**config.mk**
```make
export PLATFORM = sky130hd
export DESIGN_NAME = stx_etx_frame_receiver
export DESIGN_NICKNAME = d
export VERILOG_FILES = /design/src/sefr_pkg.sv /design/src/stx_etx_frame_receiver.sv /design/src/sefr_ram.sv /design/src/sefr_ctrl.sv /design/src/sefr_dp.sv
export SDC_FILE = /design/constraint.sdc
export NUM_CORES = 1
export LEC_CHECK = 0
export BUFFER_PORTS_ARGS = -buffer_cell sky130_fd_sc_hd__buf_2
export CAP_MARGIN = 20
export CORE_MARGIN = 2
export CORE_UTILIZATION = 35
export DETAILED_ROUTE_END_ITERATION = 12
export SLEW_MARGIN = 20
export SYNTH_ARGS = -nofsm -noshare
export SYNTH_HDL_FRONTEND = slang
export SYNTH_HIERARCHICAL = 1
export SYNTH_SLANG_ARGS = --single-unit
```
**constraint.sdc**
```tcl
create_clock -name i_clk -period 4.9 [get_ports i_clk]
set_input_delay 0 -clock i_clk [delete_from_list [all_inputs] [get_ports i_clk]]
set_output_delay 0 -clock i_clk [all_outputs]
set_load 0.02 [all_outputs]
```
**src/sefr_pkg.sv**
```systemverilog
// Shared types and constants for the STX/ETX frame receiver.
// No dependencies; imported by every module of the block but sefr_ram.
package sefr_pkg;

    localparam int BUFFER_DEPTH_DEF = 64;

    localparam int CFG_IDX_W  = 2;
    localparam int CFG_DATA_W = 16;

    // configuration register indexes
    localparam logic [CFG_IDX_W-1:0] CFG_STX_CODE   = 2'd0;
    localparam logic [CFG_IDX_W-1:0] CFG_ETX_CODE   = 2'd1;
    localparam logic [CFG_IDX_W-1:0] CFG_TIMEOUT_MS = 2'd2;
    localparam logic [CFG_IDX_W-1:0] CFG_MAX_LENGTH = 2'd3;

    localparam logic [7:0]  RST_STX_CODE   = 8'd2;
    localparam logic [7:0]  RST_ETX_CODE   = 8'd3;
    localparam logic [15:0] RST_TIMEOUT_MS = 16'd10;
    localparam logic [6:0]  RST_MAX_LENGTH = 7'd64;

    localparam logic [15:0] GAP_MAX = 16'hFFFF;

    // input kind carried in tuser
    localparam logic REQ_BYTE = 1'b0;
    localparam logic REQ_TICK = 1'b1;

    // frame end status
    localparam logic FRM_ETX = 1'b0;
    localparam logic FRM_CUT = 1'b1;

    typedef struct packed {
        logic gap_inc;
        logic gap_clr;
        logic ld_cmd;
        logic ld_len;
        logic frm_clr;
        logic wr_data;
        logic rd_start;
        logic cut;
        logic rd_issue;
    } t_cmd;

    typedef struct packed {
        logic is_stx;
        logic is_etx;
        logic gap_over;
        logic len_zero;
        logic data_done;
        logic rd_last;
        logic rd_ok;
    } t_status;

endpackage

```
**src/stx_etx_frame_receiver.sv**
```systemverilog
// STX/ETX serial frame receiver, top level.
// Input: s_axis stream of items, tuser=0 a received byte (tdata), tuser=1 a
// millisecond tick. Frames are STX, command, length, payload, ETX.
// Output: m_axis stream, one item per payload byte of a finished frame, or
// one item without data for an empty payload; tlast marks the final item.
// Config: i_cfg_we writes register i_cfg_index (0 stx_code, 1 etx_code,
// 2 timeout_ms, 3 max_length) from i_cfg_wdata.
// Throughput: while parsing, one input item per cycle. On ETX (or on an STX
// that cuts a frame short) input stalls while the payload is read out of
// the buffer RAM: each result is a RAM read followed by an output register
// load, and a new read is issued only after the previous one has been loaded.
// First result follows the ETX via the readout state, RAM read and output register.
// Reset: synchronous, active low; parser idle, registers to their defaults;
// payload RAM is not cleared and needs no clearing pass.
// Stall: when m_axis_tready is low the current result holds and readout
// pauses; once the last read is issued the parser takes input again.
module stx_etx_frame_receiver
    import sefr_pkg::*;
#(
    parameter int BUFFER_DEPTH = BUFFER_DEPTH_DEF
) (
    input  logic                  i_clk,
    input  logic                  i_rst_n,
    input  logic                  s_axis_tvalid,
    output logic                  s_axis_tready,
    input  logic [7:0]            s_axis_tdata,   // [7:0] byte_value
    input  logic                  s_axis_tuser,   // [0] req_type
    output logic                  m_axis_tvalid,
    input  logic                  m_axis_tready,
    output logic [23:0]           m_axis_tdata,   // [7:0] command, [15:8] data_byte,
                                                  // [21:16] byte_index, [23:22] zero
    output logic [1:0]            m_axis_tuser,   // [0] frame_status, [1] has_data
    output logic                  m_axis_tlast,   // last
    input  logic                  i_cfg_we,
    input  logic [CFG_IDX_W-1:0]  i_cfg_index,
    input  logic [CFG_DATA_W-1:0] i_cfg_wdata
);

    t_cmd       cmd;
    t_status    status;
    logic [7:0] command, data_byte;
    logic [5:0] byte_index;
    logic       frame_status, has_data;

    sefr_ctrl u_ctrl (
        .i_clk      (i_clk),
        .i_rst_n    (i_rst_n),
        .i_in_valid (s_axis_tvalid),
        .i_req_type (s_axis_tuser),
        .o_in_ready (s_axis_tready),
        .i_status   (status),
        .o_cmd      (cmd)
    );

    sefr_dp #(
        .BUFFER_DEPTH (BUFFER_DEPTH)
    ) u_dp (
        .i_clk          (i_clk),
        .i_rst_n        (i_rst_n),
        .i_byte         (s_axis_tdata),
        .i_cfg_we       (i_cfg_we),
        .i_cfg_index    (i_cfg_index),
        .i_cfg_wdata    (i_cfg_wdata),
        .i_cmd          (cmd),
        .o_status       (status),
        .o_m_valid      (m_axis_tvalid),
        .i_m_ready      (m_axis_tready),
        .o_command      (command),
        .o_frame_status (frame_status),
        .o_has_data     (has_data),
        .o_data_byte    (data_byte),
        .o_byte_index   (byte_index),
        .o_last         (m_axis_tlast)
    );

    assign m_axis_tdata = {2'b00, byte_index, data_byte, command};
    assign m_axis_tuser = {has_data, frame_status};

endmodule

```
**src/sefr_ram.sv**
```systemverilog
// Generic single-write, single-read RAM with registered read data.
// No dependencies.
module sefr_ram #(
    parameter int WIDTH  = 8,
    parameter int DEPTH  = 64,
    parameter int ADDR_W = (DEPTH > 1) ? $clog2(DEPTH) : 1
) (
    input  logic              i_clk,
    input  logic              i_we,
    input  logic [ADDR_W-1:0] i_waddr,
    input  logic [WIDTH-1:0]  i_wdata,
    input  logic              i_re,
    input  logic [ADDR_W-1:0] i_raddr,
    output logic [WIDTH-1:0]  o_rdata
);

    logic [WIDTH-1:0] r_mem [DEPTH];
    logic [WIDTH-1:0] r_rdata;

    always_ff @(posedge i_clk) begin
        if (i_we) begin
            r_mem[i_waddr] <= i_wdata;
        end
        if (i_re) begin
            r_rdata <= r_mem[i_raddr];
        end
    end

    assign o_rdata = r_rdata;

endmodule

```
**src/sefr_ctrl.sv**
```systemverilog
// Parser and readout controller for the STX/ETX frame receiver.
// Depends on sefr_pkg; drives sefr_dp through t_cmd, reads t_status.
module sefr_ctrl
    import sefr_pkg::*;
(
    input  logic    i_clk,
    input  logic    i_rst_n,
    input  logic    i_in_valid,
    input  logic    i_req_type,
    output logic    o_in_ready,
    input  t_status i_status,
    output t_cmd    o_cmd
);

    localparam logic [2:0] S_IDLE = 3'd0;
    localparam logic [2:0] S_CMD  = 3'd1;
    localparam logic [2:0] S_LEN  = 3'd2;
    localparam logic [2:0] S_DATA = 3'd3;
    localparam logic [2:0] S_ETX  = 3'd4;
    localparam logic [2:0] S_OUT  = 3'd5;

    logic [2:0] r_state, n_state;
    logic       r_resume, n_resume;   // 1: a new frame was opened by STX
    logic [2:0] eff_state;
    logic       accept;
    t_cmd       cmd;

    assign o_in_ready = (r_state != S_OUT);
    assign accept     = i_in_valid && o_in_ready;

    // a stale gap drops a partial frame before the byte is parsed
    assign eff_state = (i_status.gap_over && r_state != S_IDLE) ? S_IDLE : r_state;

    always_comb begin
        cmd      = '0;
        n_state  = r_state;
        n_resume = r_resume;
        if (r_state == S_OUT) begin
            if (i_status.rd_ok) begin
                cmd.rd_issue = 1'b1;
                if (i_status.rd_last) begin
                    n_state     = r_resume ? S_CMD : S_IDLE;
                    cmd.frm_clr = r_resume;
                end
            end
        end else if (accept && i_req_type == REQ_TICK) begin
            cmd.gap_inc = 1'b1;
        end else if (accept) begin
            cmd.gap_clr = 1'b1;
            case (eff_state)
                S_CMD: begin
                    cmd.ld_cmd = 1'b1;
                    n_state    = S_LEN;
                end
                S_LEN: begin
                    cmd.ld_len = 1'b1;
                    n_state    = i_status.len_zero ? S_ETX : S_DATA;
                end
                S_DATA: begin
                    cmd.wr_data = 1'b1;
                    n_state     = i_status.data_done ? S_ETX : S_DATA;
                end
                S_ETX: begin
                    if (i_status.is_etx) begin
                        cmd.rd_start = 1'b1;
                        cmd.cut      = FRM_ETX;
                        n_resume     = 1'b0;
                        n_state      = S_OUT;
                    end else if (i_status.is_stx) begin
                        cmd.rd_start = 1'b1;
                        cmd.cut      = FRM_CUT;
                        n_resume     = 1'b1;
                        n_state      = S_OUT;
                    end else begin
                        n_state = S_ETX;
                    end
                end
                default: begin
                    if (i_status.is_stx) begin
                        cmd.frm_clr = 1'b1;
                        n_state     = S_CMD;
                    end else begin
                        n_state = S_IDLE;
                    end
                end
            endcase
        end
    end

    assign o_cmd = cmd;

    always_ff @(posedge i_clk) begin
        if (!i_rst_n) begin
            r_state  <= S_IDLE;
            r_resume <= 1'b0;
        end else begin
            r_state  <= n_state;
            r_resume <= n_resume;
        end
    end

endmodule

```
**src/sefr_dp.sv**
```systemverilog
// Datapath for the STX/ETX frame receiver: config registers, gap counter,
// frame registers, payload RAM, readout stage and output register.
// Depends on sefr_pkg and sefr_ram.
module sefr_dp
    import sefr_pkg::*;
#(
    parameter int BUFFER_DEPTH = BUFFER_DEPTH_DEF
) (
    input  logic                  i_clk,
    input  logic                  i_rst_n,
    input  logic [7:0]            i_byte,
    input  logic                  i_cfg_we,
    input  logic [CFG_IDX_W-1:0]  i_cfg_index,
    input  logic [CFG_DATA_W-1:0] i_cfg_wdata,
    input  t_cmd                  i_cmd,
    output t_status               o_status,
    output logic                  o_m_valid,
    input  logic                  i_m_ready,
    output logic [7:0]            o_command,
    output logic                  o_frame_status,
    output logic                  o_has_data,
    output logic [7:0]            o_data_byte,
    output logic [5:0]            o_byte_index,
    output logic                  o_last
);

    localparam int ADDR_W = (BUFFER_DEPTH > 1) ? $clog2(BUFFER_DEPTH) : 1;
    localparam int LEN_W  = $clog2(BUFFER_DEPTH + 1);
    localparam logic [7:0] DEPTH_B = 8'(BUFFER_DEPTH);

    // configuration
    logic [7:0]  r_stx, r_etx;
    logic [15:0] r_timeout;
    logic [6:0]  r_max_len;

    // parser state
    logic [15:0]      r_gap;
    logic [7:0]       r_fcmd;
    logic [LEN_W-1:0] r_len;
    logic [LEN_W-1:0] r_rcvd;

    // readout
    logic [ADDR_W-1:0] r_rd_idx;
    logic              r_cut;
    logic              r_pend_valid;
    logic [ADDR_W-1:0] r_pend_idx;
    logic              r_pend_last;
    logic              r_pend_has;
    logic [7:0]        r_pend_cmd;
    logic              r_pend_cut;

    // output register
    logic       r_out_valid;
    logic [7:0] r_out_cmd;
    logic       r_out_cut;
    logic       r_out_has;
    logic [7:0] r_out_data;
    logic [5:0] r_out_idx;
    logic       r_out_last;

    logic [7:0]       limit8, len8;
    logic [LEN_W:0]   rcvd_inc, rd_inc;
    logic [7:0]       ram_rdata;
    logic             ram_we;

    assign limit8   = ({1'b0, r_max_len} < DEPTH_B) ? {1'b0, r_max_len} : DEPTH_B;
    assign len8     = (i_byte < limit8) ? i_byte : limit8;
    assign rcvd_inc = {1'b0, r_rcvd} + (LEN_W+1)'(1);
    assign rd_inc   = {1'b0, LEN_W'(r_rd_idx)} + (LEN_W+1)'(1);
    assign ram_we   = i_cmd.wr_data && (r_rcvd < LEN_W'(BUFFER_DEPTH));

    assign o_status.is_stx    = (i_byte == r_stx);
    assign o_status.is_etx    = (i_byte == r_etx);
    assign o_status.gap_over  = (r_gap > r_timeout);
    assign o_status.len_zero  = (len8 == 8'd0);
    assign o_status.data_done = (rcvd_inc >= {1'b0, r_len});
    assign o_status.rd_last   = (r_len == '0) || (rd_inc == {1'b0, r_len});
    assign o_status.rd_ok     = !r_pend_valid && (!r_out_valid || i_m_ready);

    sefr_ram #(
        .WIDTH  (8),
        .DEPTH  (BUFFER_DEPTH),
        .ADDR_W (ADDR_W)
    ) u_ram (
        .i_clk   (i_clk),
        .i_we    (ram_we),
        .i_waddr (ADDR_W'(r_rcvd)),
        .i_wdata (i_byte),
        .i_re    (i_cmd.rd_issue),
        .i_raddr (r_rd_idx),
        .o_rdata (ram_rdata)
    );

    always_ff @(posedge i_clk) begin
        if (!i_rst_n) begin
            r_stx     <= RST_STX_CODE;
            r_etx     <= RST_ETX_CODE;
            r_timeout <= RST_TIMEOUT_MS;
            r_max_len <= RST_MAX_LENGTH;
        end else if (i_cfg_we) begin
            case (i_cfg_index)
                CFG_STX_CODE:   r_stx     <= i_cfg_wdata[7:0];
                CFG_ETX_CODE:   r_etx     <= i_cfg_wdata[7:0];
                CFG_TIMEOUT_MS: r_timeout <= i_cfg_wdata[15:0];
                CFG_MAX_LENGTH: r_max_len <= i_cfg_wdata[6:0];
                default: ;
            endcase
        end
    end

    always_ff @(posedge i_clk) begin
        if (!i_rst_n) begin
            r_gap        <= '0;
            r_fcmd       <= '0;
            r_len        <= '0;
            r_rcvd       <= '0;
            r_pend_valid <= 1'b0;
            r_out_valid  <= 1'b0;
        end else begin
            if (i_cmd.gap_inc && r_gap != GAP_MAX) begin
                r_gap <= r_gap + 16'd1;
            end else if (i_cmd.gap_clr) begin
                r_gap <= '0;
            end
            if (i_cmd.frm_clr) begin
                r_fcmd <= '0;
                r_len  <= '0;
                r_rcvd <= '0;
            end else begin
                if (i_cmd.ld_cmd) begin
                    r_fcmd <= i_byte;
                end
                if (i_cmd.ld_len) begin
                    r_len <= LEN_W'(len8);
                end
                if (i_cmd.wr_data) begin
                    r_rcvd <= rcvd_inc[LEN_W-1:0];
                end
            end
            r_pend_valid <= i_cmd.rd_issue;
            r_out_valid  <= r_pend_valid || (r_out_valid && !i_m_ready);
        end
    end

    // readout payload, no reset needed
    always_ff @(posedge i_clk) begin
        if (i_cmd.rd_start) begin
            r_rd_idx <= '0;
            r_cut    <= i_cmd.cut;
        end else if (i_cmd.rd_issue) begin
            r_rd_idx <= rd_inc[ADDR_W-1:0];
        end
        if (i_cmd.rd_issue) begin
            r_pend_idx  <= r_rd_idx;
            r_pend_last <= o_status.rd_last;
            r_pend_has  <= (r_len != '0);
            r_pend_cmd  <= r_fcmd;
            r_pend_cut  <= r_cut;
        end
        if (r_pend_valid) begin
            r_out_cmd  <= r_pend_cmd;
            r_out_cut  <= r_pend_cut;
            r_out_has  <= r_pend_has;
            r_out_data <= r_pend_has ? ram_rdata : 8'd0;
            r_out_idx  <= r_pend_has ? 6'(r_pend_idx) : 6'd0;
            r_out_last <= r_pend_last;
        end
    end

    assign o_m_valid      = r_out_valid;
    assign o_command      = r_out_cmd;
    assign o_frame_status = r_out_cut;
    assign o_has_data     = r_out_has;
    assign o_data_byte    = r_out_data;
    assign o_byte_index   = r_out_idx;
    assign o_last         = r_out_last;

endmodule

```
# Word level (Yosys, flattened, before mapping)
# Memories as Yosys holds them, arrays and structs flattened. A register that Yosys moved wholly into a read port is not among the register bits.
# Cells that the tools add are included.
# word_totals
regBits	132
mem_bits_rw	512
inputBits	32
out_inout_bits	29
elab_cells	124
mem_count	1
# classes
addsub	3
order_cmp	5
eq_ne	16
n_mux	39
bitwise	5
reduce_logical	30
# mem_list
name	words	word_bits	rd	rd_clocked_by_memory_dff	write_ports	line	source
u_dp.u_ram.r_mem	64	8	1	1	1	sefr_ram.sv:17	logic [WIDTH-1:0] r_mem [DEPTH];
# ops
operator	count
16-bit 2-to-1 mux	2
3-bit 2-to-1 mux	10
7-bit 2-to-1 mux	3
1-bit 2-to-1 mux	18
16-bit by 1-bit adder with 16-bit output (second input constant)	1
8-bit == test	2
16-bit greater-than comparator	1
16-bit != test (second input constant)	1
7-bit less-than comparator (second input constant)	2
3-bit case mux with 4 select lines	1
7-bit by 1-bit adder with 8-bit output (second input constant)	1
8-bit by 7-bit == test with 1-bit output	1
8-bit by 7-bit >= comparator with 1-bit output	1
8-bit logical NOT	1
8-bit less-than comparator	1
8-bit 2-to-1 mux	1
2-bit AND reduction	4
6-bit by 1-bit adder with 7-bit output (second input constant)	1
1-bit logical AND	7
7-bit logical NOT	1
7-bit nonzero test	1
3-bit by 2-bit == test with 1-bit output (second input constant)	2
3-bit == test (second input constant)	2
2-bit 2-to-1 mux	3
other kinds (18)	30

# Logic depth before layout (Yosys ltp)
# Gate-level depths: netlist of the first run.
# logic_depth
depth_word	12
mapped_depth	15
ltp_nobuf	14

# By module
# The synthesis of the first run kept the hierarchy.
# modules_own_cells
mod	instances	cells_per_inst	area_each_um2	seq_area_each_um2
sefr_ram	1	940	20246.9	15615.0
sefr_dp	1	593	6039.5	2992.9
sefr_ctrl	1	51	370.4	80.1
stx_etx_frame_receiver	1	5	33.8	0.0

# Worst setup path after synthesis of the first run
# Ideal clock, no wire load.
# synth_path
kind	register -> register
start	register u_dp.r_gap[9]
end	memory u_dp.u_ram.r_mem[62][0] (enable)
setup_time_ns	0.370
arrival_ns	3.390
required_time_ns	4.530
path_slack_ns	1.140
path_stages_with_launch	14
path_buffers	1
period_less_slack_ns	3.760
path_cell_list	dfxtp_1 -> ha_1 -> and3_1 -> a221o_1 -> a221oi_1 -> a21oi_1 -> nor2_1 -> nand2_1 -> nor2_1 -> clkbuf_1 -> nor2b_1 -> nor2b_1 -> nand3_1 -> nor2_1
# synth_rtl
element	line	source
from (decl)	sefr_dp.sv:37	logic [15:0] r_gap;
from (signal assigned)	sefr_dp.sv:121	r_gap <= r_gap + 16'd1;
to (decl)	sefr_ram.sv:17	

==> results of run 1 <==
registers in the layout, indices dropped and copies added (netlist names), 3 cells and up:
| register | cells |
|---|---|
| u_dp/o_data_byte | 8 |
| u_dp/r_pend_idx | 6 |
| u_dp/o_byte_index | 6 |
| u_dp/r_timeout | 16 |
| u_dp/o_command | 8 |
| u_dp/r_len | 7 |
| u_dp/u_ram/o_rdata | 8 |
| u_dp/r_stx | 8 |
| u_dp/r_etx | 8 |
| u_dp/r_rcvd | 7 |
| u_dp/r_max_len | 7 |
| u_ctrl/r_state | 3 |
| u_dp/r_fcmd | 8 |
| u_dp/r_rd_idx | 6 |
| u_dp/u_ram/r_mem | 512 |
| u_dp/r_gap | 16 |
| u_dp/r_pend_cmd | 8 |
layout make-up:
cell class | count | area [um^2]
multi-input combinational | 816 | 7390
fill | 6739 | 44500
clock buffer | 82 | 1850
tap | 978 | 1220
timing repair buffer | 183 | 1360
inverter | 41 | 154
clock inverter | 44 | 510
sequential | 652 | 18700
cell families after synthesis:
group	share of synthesized area (%)
xor gates and xnor gates	1.35
AOI/OAI and AO/OA	4.34
DFF	70.0
other	0.0140
adders and majority gates	1.50
muxes	13.7
and+or+nand+nor	6.70
buffers and inverters	2.33
power by group:
group | total (mW) | internal [mW] | switching (mW)
Combinational | 0.244 | 0.0752 | 0.169
Clock | 5.39 | 3.25 | 2.15
Sequential | 6.03 | 6.02 | 0.00814
worst reg2reg max path: stages (launching register included):
cell	delay (ps)
dfxtp_1	450
ha_1	270
and3_1	190
a221o_1	350
a221oi_1	320
a21oi_1	250
nor2_1	220
nand2_1	90
nor2_1	250
nor2b_1	340
nor2b_1	310
nand2_1	390
nor2_1	670
metrics by stage:
| step | util (%) | total power, mW | hold slack (ps) | cells | cell area [um^2] |
|---|---|---|---|---|---|
| 2_1_floorplan | - | 6.24 | 98.9 | 1590 | 26700 |
| 3_3_place_gp | 37.5 | 6.37 | 241 | 2629 | 28400 |
| 3_5_place_dp | 37.5 | 6.38 | 248 | 2629 | 28400 |
| 4_1_cts | 41.2 | 11.8 | 19.9 | 2795 | 31200 |
| 5_1_grt | 41.2 | 12.0 | 39.0 | 2796 | 31200 |
| 6_report | 41.2 | 11.7 | 31.4 | 2796 | 31200 |
routing by layer:
layer / vias to the layer above / share of wire (%)
met5: - / 0
met4: 0 / 2.1
met3: 92 / 4.9
met2: 415 / 51
met1: 7644 / 42
li1: 6591 / -
synth_stat cells, drive strengths merged, types with 3 or more instances:
library cell,instances
xnor2,27
o211ai,7
nand3,24
edfxtp,563
o2bb2ai,3
a22o,6
a211oi,13
or3,4
nand3b,6
nand2,93
a221oi,8
nor3,16
a31oi,6
o41ai,3
dfxtp,89
buf,47
o2111ai,5
a21o,7
o21a,4
o22ai,12
clkbuf,34
nor2,147
o32ai,4
a21oi,29
nand4,17
xor2,14
and2,17
nor2b,20
mux2,18
o221ai,9
a22oi,6
o21ai,17
nor4,6
mux4,126
inv,41
mux2i,61
and3,10
ha,32
nand2b,12
cell usage in the layout, fill, tap and decap left out, types with 10 or more instances in the layout:
cell / instances
edfxtp_1: 563
nor2_1: 144
mux4_2: 126
nand2_1: 92
dfxtp_1: 83
buf_4: 82
clkbuf_16: 72
mux2i_1: 61
buf_2: 58
dlygate4sd3_1: 41
inv_1: 41
ha_1: 32
a21oi_1: 29
xnor2_1: 27
nand3_1: 24
nor2b_1: 20
nand4_1: 17
and2_1: 17
nor3_1: 16
xor2_1: 14
o21ai_0: 13
mux2_2: 13
o22ai_1: 12
clkinv_1: 11
clkinv_2: 11
nand2b_1: 11
bufinv_16: 10
and3_1: 10
final timing paths:
path                              to  slack [ps]
max          u_dp/u_ram/r_mem[36][5]         460
min          u_dp/u_ram/r_mem[21][5]          30
min reg2reg        u_dp/o_command[7]         420
max reg2reg  u_dp/u_ram/r_mem[36][5]         460
==> flow_summary.ini, run 1 <==
[outcome]
status = completed

[logic_synthesis]
synth_cells = 1589
ys_types = 73
yosys_warnings = 6
synthFlopType = edfxtp_1
async_flop_share_pct = 0
syn_area_um2 = 26700
synth-edff-count = 563
synth_area_leaders = edfxtp_1 63%, mux4_2 11%, dfxtp_1 6.7%
ys_ff_latch = 652
yosysTopAreaCell = edfxtp_1
synth_top_area_share_pct = 63.3
synth_area_per_cell_um2 = 16.8
yosysSeqAreaShare_pct = 70.0

[global_routing]
antenna_found_initial = 0
grt_busiest_layer = met2
grt_pass1_wl_um = 95000
grtUsageMet2_pct = 27.7
grtUsageMet1_pct = 21.2
grt_usage_pct = 16.1
grt_pass1_vias = 14933
grt_overflow = 0
grtUsageMet3_pct = 2.56
grt_max_degree = 69

[clock_network]
clock_path_buffers = 3
cts_tree = yes
cts_setup_buffers = 0
cts_buffers = 70
ctsHoldBuffers = 40
clock_latency_ps = 610
clkTransAtPathRegs_ps = 60
htree_num_levels = 3
ctsResizeCount = 0
cts_sinks = 652
cts-root-buf = clkbuf_16

[critical_path]
critPathKind = register to register
crit_start = u_dp/r_gap[9]
cp.required_ps = 5130
reg2regPathDepth = 12
crit_path_cell_trace = ha_1, and3_1, a221o_1, a221oi_1, a21oi_1, nor2_1, nand2_1, nor2_1, nor2b_1, nor2b_1, nand2_1, nor2_1
cp_num_buf_inv = 0
slowest_delay_ps = 670
crit_slowest_cell = nor2_1
startpoint_type = register
arrival_ps = 4670
end_kind = register
r2r_start = u_dp/r_gap[9]
cpMostUsedCell = nor2_1
crit_cells = 12
crit_family = simple AND/OR/NAND/NOR gates
cp_max_fo = 8

[cells_and_area]
layout-drive-gt1-share_pct = 23.2
syn2layout_area_growth_pct = 16.9
nNetsFinal = 1828
diodes = 0

[routing]
drc = 0
drt_first_pass_iters = 5
via_count = 14742
drt_iter0_drc = 1262
ant_nets = 0
avgRoutedWirePerCell_um = 22.6
viasPerCell = 5.27
drt_wl_total_um = 63100

[die]
die_w_um = 280
die_h_um = 280
io_pins = 61
num_rows = 101
start_util_pct = 35.3
dieArea_um2 = 78500
core_area_um2 = 75700

[sta]
layout_setup_ws_ps = 457
post-route-period-util_pct = 90.7
period_needed_ps = 4440
max_slew.worst_pin.slew_ps = 1100
setup_viol = 0
finalSetupTns_ps = 0
slew_viol_final = 0
max_freq_mhz = 225
timing.slew.headroom_pct = 24.8
hold_violations = 0
skew_ps = 25.4
rsz0062_at_grt = no

[placed_design]
port_buffers = 58
dpl.hpwl_um = 39900
place_worst_setup_slack_ps = 489
gp_congestion = 0.824

[power_and_ir_drop]
p_per_area_nw_per_um2 = 374
vdd_ir_drop_max_uv = 244
leakagePower_nw = 9.90

[job]
max-cap-violations = 0

[hold_path]
hold_depth = 2
min_from = s_axis_tdata[5]
hp-class = input pin to register
Power figures use the tool's default switching activity.
==> inputs of run 2 (changes only) <==
CELL_PAD_IN_SITES_DETAIL_PLACEMENT = 1   (was default)
CELL_PAD_IN_SITES_GLOBAL_PLACEMENT = 1   (was default)
MAX_ROUTING_LAYER = met4   (was default)
PLACE_DENSITY_LB_ADDON = 0.1   (was default)
clock period = 4.8 ns   (was 4.9 ns; I/O delays follow)
==> run 2 against run 1 <==
Design area increased by 0.34%. Clock power increased by 7.2%. Critical path depth increased by 1. Count of clock-buffer cells in the layout increased by 3. Sequential power increased by 2%. Utilization increased by 0.14 points. Largest cell class unchanged. Highest routed layer unchanged.
==> flow_summary.ini, run 2 (synthesized netlist as in run 1, its figures left out) <==
[cells_and_area]
final_common_cell = edfxtp_1
largestRegisters = u_dp/u_ram/r_mem (512), u_dp/r_gap (16), u_dp/r_timeout (16)
syn2layout_area_growth_pct = 17.3
layout-drive-gt1-share_pct = 22.7
largest_reg_flops = 512
utilization_pct = 41.3
final_cell_mix = 563 x edfxtp_1, 144 x nor2_1, 126 x mux4_2
nNetsFinal = 1828
largest-register = u_dp/u_ram/r_mem

[routing]
avgRoutedWirePerCell_um = 25.6
viasPerCell = 5.23
drt_iter0_drc = 906
via_count = 14654
drc = 0
ant_nets = 0
drt_first_pass_iters = 5
drt_wl_total_um = 71800

[outcome]
status = completed

[sta]
skew_ps = 19.6
max_slew.worst_pin.slew_ps = 1050
timing.slew.headroom_pct = 30.1
setup_viol = 0
max_freq_mhz = 226
post-route-period-util_pct = 92.2
slew_viol_final = 0
hold_violations = 0
rsz0062_at_grt = no
finalSetupTns_ps = 0
period_needed_ps = 4430

[critical_path]
startpoint_type = register
critPathKind = register to register
cp.required_ps = 5030
cp_max_fo = 8
end_kind = register
arrival_ps = 4660

[die]
start_util_pct = 35.3
dieArea_um2 = 78500
die_w_um = 280
die_h_um = 280
core_area_um2 = 75700
io_pins = 61
num_rows = 101

[clock_network]
htree_num_levels = 3
cts_buffers = 73
clkTransAtPathRegs_ps = 60
cts_sinks = 652
cts-root-buf = clkbuf_16
cts_tree = yes
clock_path_buffers = 3
clock_latency_ps = 610

[placed_design]
gp_congestion = 0.792
port_buffers = 58
dpl.hpwl_um = 45900

[global_routing]
grt_pass1_vias = 15839
grt_max_degree = 98
grt_usage_pct = 19.2
grt_overflow = 0
grt_pass1_wl_um = 107000
antenna_found_initial = 2

[power_and_ir_drop]
vdd_ir_drop_max_uv = 257
leakagePower_nw = 9.93
p_per_area_nw_per_um2 = 390

[job]
max-cap-violations = 0

[hold_path]
hp-class = input pin to register
run 2: repair_timing:
item,4_1_cts,5_1_grt
hold buffers,46,0
endpoints found under the hold margin,81,0
setup endpoints to repair,0,8
buffers inserted,0,0
resized for setup,0,1
run 2: stage by stage:
step | hold slack, ps | total power [mW] | instance area (um^2) | setup slack [ps] | cells
after floorplan | 98.9 | 6.37 | 26700 | 1040 | 1590
after global placement | 245 | 6.52 | 28300 | 340 | 2620
after detailed placement | 250 | 6.53 | 28400 | 287 | 2621
after CTS | 34.5 | 12.4 | 31300 | 260 | 2802
after global routing | 44.6 | 12.6 | 31300 | 42.7 | 2802
final | 19.3 | 12.2 | 31300 | 375 | 2804
run 2: area by class of cell:
cell class                      count  area (um^2)
Tap cell                          978         1220
Antenna cell                        2         5.00
Fill cell                        7409        44400
Inverter                           41          154
Sequential cell                   652        18700
Clock buffer                       85         1880
Multi-Input combinational cell    816         7400
Timing Repair Buffer              180         1350
Clock inverter                     50          587
run 2: per-layer routing:
| layer | vias to the layer above | track usage (%) | part of all wire, % |
|---|---|---|---|
| met5 | - | - | 0 |
| met4 | 0 | 5.22 | 2.5 |
| met3 | 101 | 3.22 | 3.9 |
| met2 | 305 | 30.5 | 48 |
| met1 | 7664 | 25.7 | 46 |
| li1 | 6584 | - | - |
run 2: worst paths after layout:
path	from	end	slack [ps]	cells after the start
setup reg to reg	u_dp/r_gap[9]	u_dp/u_ram/r_mem[6][7]	370	13
hold reg to reg	u_dp/r_pend_cmd[6]	u_dp/o_command[6]	420	0
setup / recovery	u_dp/r_gap[9]	u_dp/u_ram/r_mem[6][7]	370	13
hold / removal	s_axis_tdata[2]	u_dp/u_ram/r_mem[55][2]	20	1
run 2: critical path, stage by stage (launching register included):
cell and delay (ps):
dfxtp_1 440, ha_1 270, and3_1 190, a221o_1 340
a221oi_1 420, a21oi_1 280, nor2_1 230, nand2_1 90
nor2_1 190, nor2b_1 220, nor2b_1 280, nand3_1 260
buf_4 290, nor2_1 530
run 2: where the power goes:
group          total (mW)  switching [mW]  internal (mW)
Clock                5.78            2.31           3.47
Combinational       0.267           0.187         0.0798
Sequential           6.16         0.00839           6.15
==> inputs of run 3 (changes only) <==
HOLD_SLACK_MARGIN = 0.08   (was default)
clock period = 5.35 ns   (was 4.8 ns; I/O delays follow)
==> run 3 against run 2 <==
Non-clock buffer count is 25 higher. Cell count grew 0.75%. Die area unchanged. Critical path type unchanged. Flip-flop and latch count unchanged. Via count grew 0.49%.
==> flow_summary.ini, run 3 (synthesized netlist as in run 1, its figures left out) <==
[routing]
drt_first_pass_iters = 4
avgRoutedWirePerCell_um = 25.7
drt_iter0_drc = 1037
via_count = 14726
viasPerCell = 5.21
drt_wl_total_um = 72700
drc = 0
ant_nets = 0

[cells_and_area]
largestRegisters = u_dp/u_ram/r_mem (512), u_dp/r_gap (16), u_dp/r_timeout (16)
nFillCells = 7422
layout-drive-gt1-share_pct = 22.4
utilization_pct = 41.4
final_cell_mix = 563 x edfxtp_1, 144 x nor2_1, 126 x mux4_2
nNetsFinal = 1854
largest_reg_flops = 512
syn2layout_area_growth_pct = 17.5
final_cells = 2825
final_common_cell = edfxtp_1
diodes = 0
largest-register = u_dp/u_ram/r_mem
stdcell_area_um2 = 31400

[sta]
skew_ps = 30.4
setup_viol = 0
period_needed_ps = 4890
layout_setup_ws_ps = 457
hold_slack_ps = 211
max_freq_mhz = 204
rsz0062_at_grt = yes
post-route-period-util_pct = 91.5
max_slew.worst_pin.slew_ps = 912
timing.slew.headroom_pct = 38.9
finalSetupTns_ps = 0
hold_violations = 0
slew_viol_final = 0

[critical_path]
end_kind = register
startpoint_type = register
critPathKind = register to register
cp.required_ps = 5600
cp_max_fo = 8
arrival_ps = 5140
r2r_setup_slack_ps = 460

[die]
start_util_pct = 35.3
num_rows = 101
core_area_um2 = 75700
dieArea_um2 = 78500
io_pins = 61
die_w_um = 280
die_h_um = 280

[clock_network]
clock_latency_ps = 620
cts_buffers = 74
clkTransAtPathRegs_ps = 60
htree_num_levels = 3
cts-root-buf = clkbuf_16
clock_path_buffers = 3
cts_tree = yes
ctsResizeCount = 0
cts_setup_buffers = 0
cts_sinks = 652

[power_and_ir_drop]
vdd_ir_drop_max_uv = 208
leakagePower_nw = 10.0
p_total_mw = 10.7
p_per_area_nw_per_um2 = 341

[placed_design]
dpl.hpwl_um = 46900
place_area_um2 = 28400
place_worst_setup_slack_ps = 347
gp_congestion = 0.766
placed_cells = 2631
port_buffers = 58

[global_routing]
grt_pass1_vias = 15952
grt_pass1_wl_um = 108000
grt_usage_pct = 19.4
grt_max_degree = 65
grt_overflow = 0
antenna_found_initial = 1

[hold_path]
hp-class = input pin to register

[outcome]
status = completed

[job]
max-cap-violations = 0
## run 3: path summary, 6_finish.rpt
check / to / cells after the start / startpoint
setup / recovery: u_dp/u_ram/r_mem[20][3] / 13 / u_dp/r_gap[9]
hold / removal: u_dp/r_stx[7] / 4 / i_cfg_wdata[7]
setup reg to reg: u_dp/u_ram/r_mem[20][3] / 13 / u_dp/r_gap[9]
hold reg to reg: u_dp/o_command[1] / 0 / u_dp/r_pend_cmd[1]
## run 3: cell type report
class,count,area (um^2),area share (%)
clock buffer,99,2000,6.37
clock inverter,34,324,1.03
inverter,41,154,0.491
multi-input combinational,816,7390,23.6
sequential,652,18700,59.6
tap,978,1220,3.90
timing repair buffer,205,1570,5.01
## run 3: power by group
group	switching [mW]	leakage [nW]	internal [mW]	total [mW]
sequential	0.00767	5.73	5.52	5.53
combinational	0.168	3.15	0.0764	0.244
clock	2.04	1.12	2.87	4.91
## run 3: what timing repair did
item                                    CTS  global route
hold buffers                             60             1
hold endpoints to repair                116             3
endpoints found under the setup margin    0            18
## run 3: worst max-delay path: stages (launching register included)
cell      delay, ps
dfxtp_1         440
ha_1            270
and3_1          190
a221o_1         350
a221oi_1        410
a21oi_1         270
nor2_1          230
nand2_1          90
nor2_1          120
buf_4           170
nor2b_1         530
nor2b_1         320
nand2_1         420
nor2_1          720
## run 3: layer usage
layer	share of wire (%)	wire [um]	GRT usage [%]
met1	45	32500	25.4
met2	49	35800	31.7
met3	3.0	2210	2.60
met4	2.9	2080	5.76
met5	0	0	-
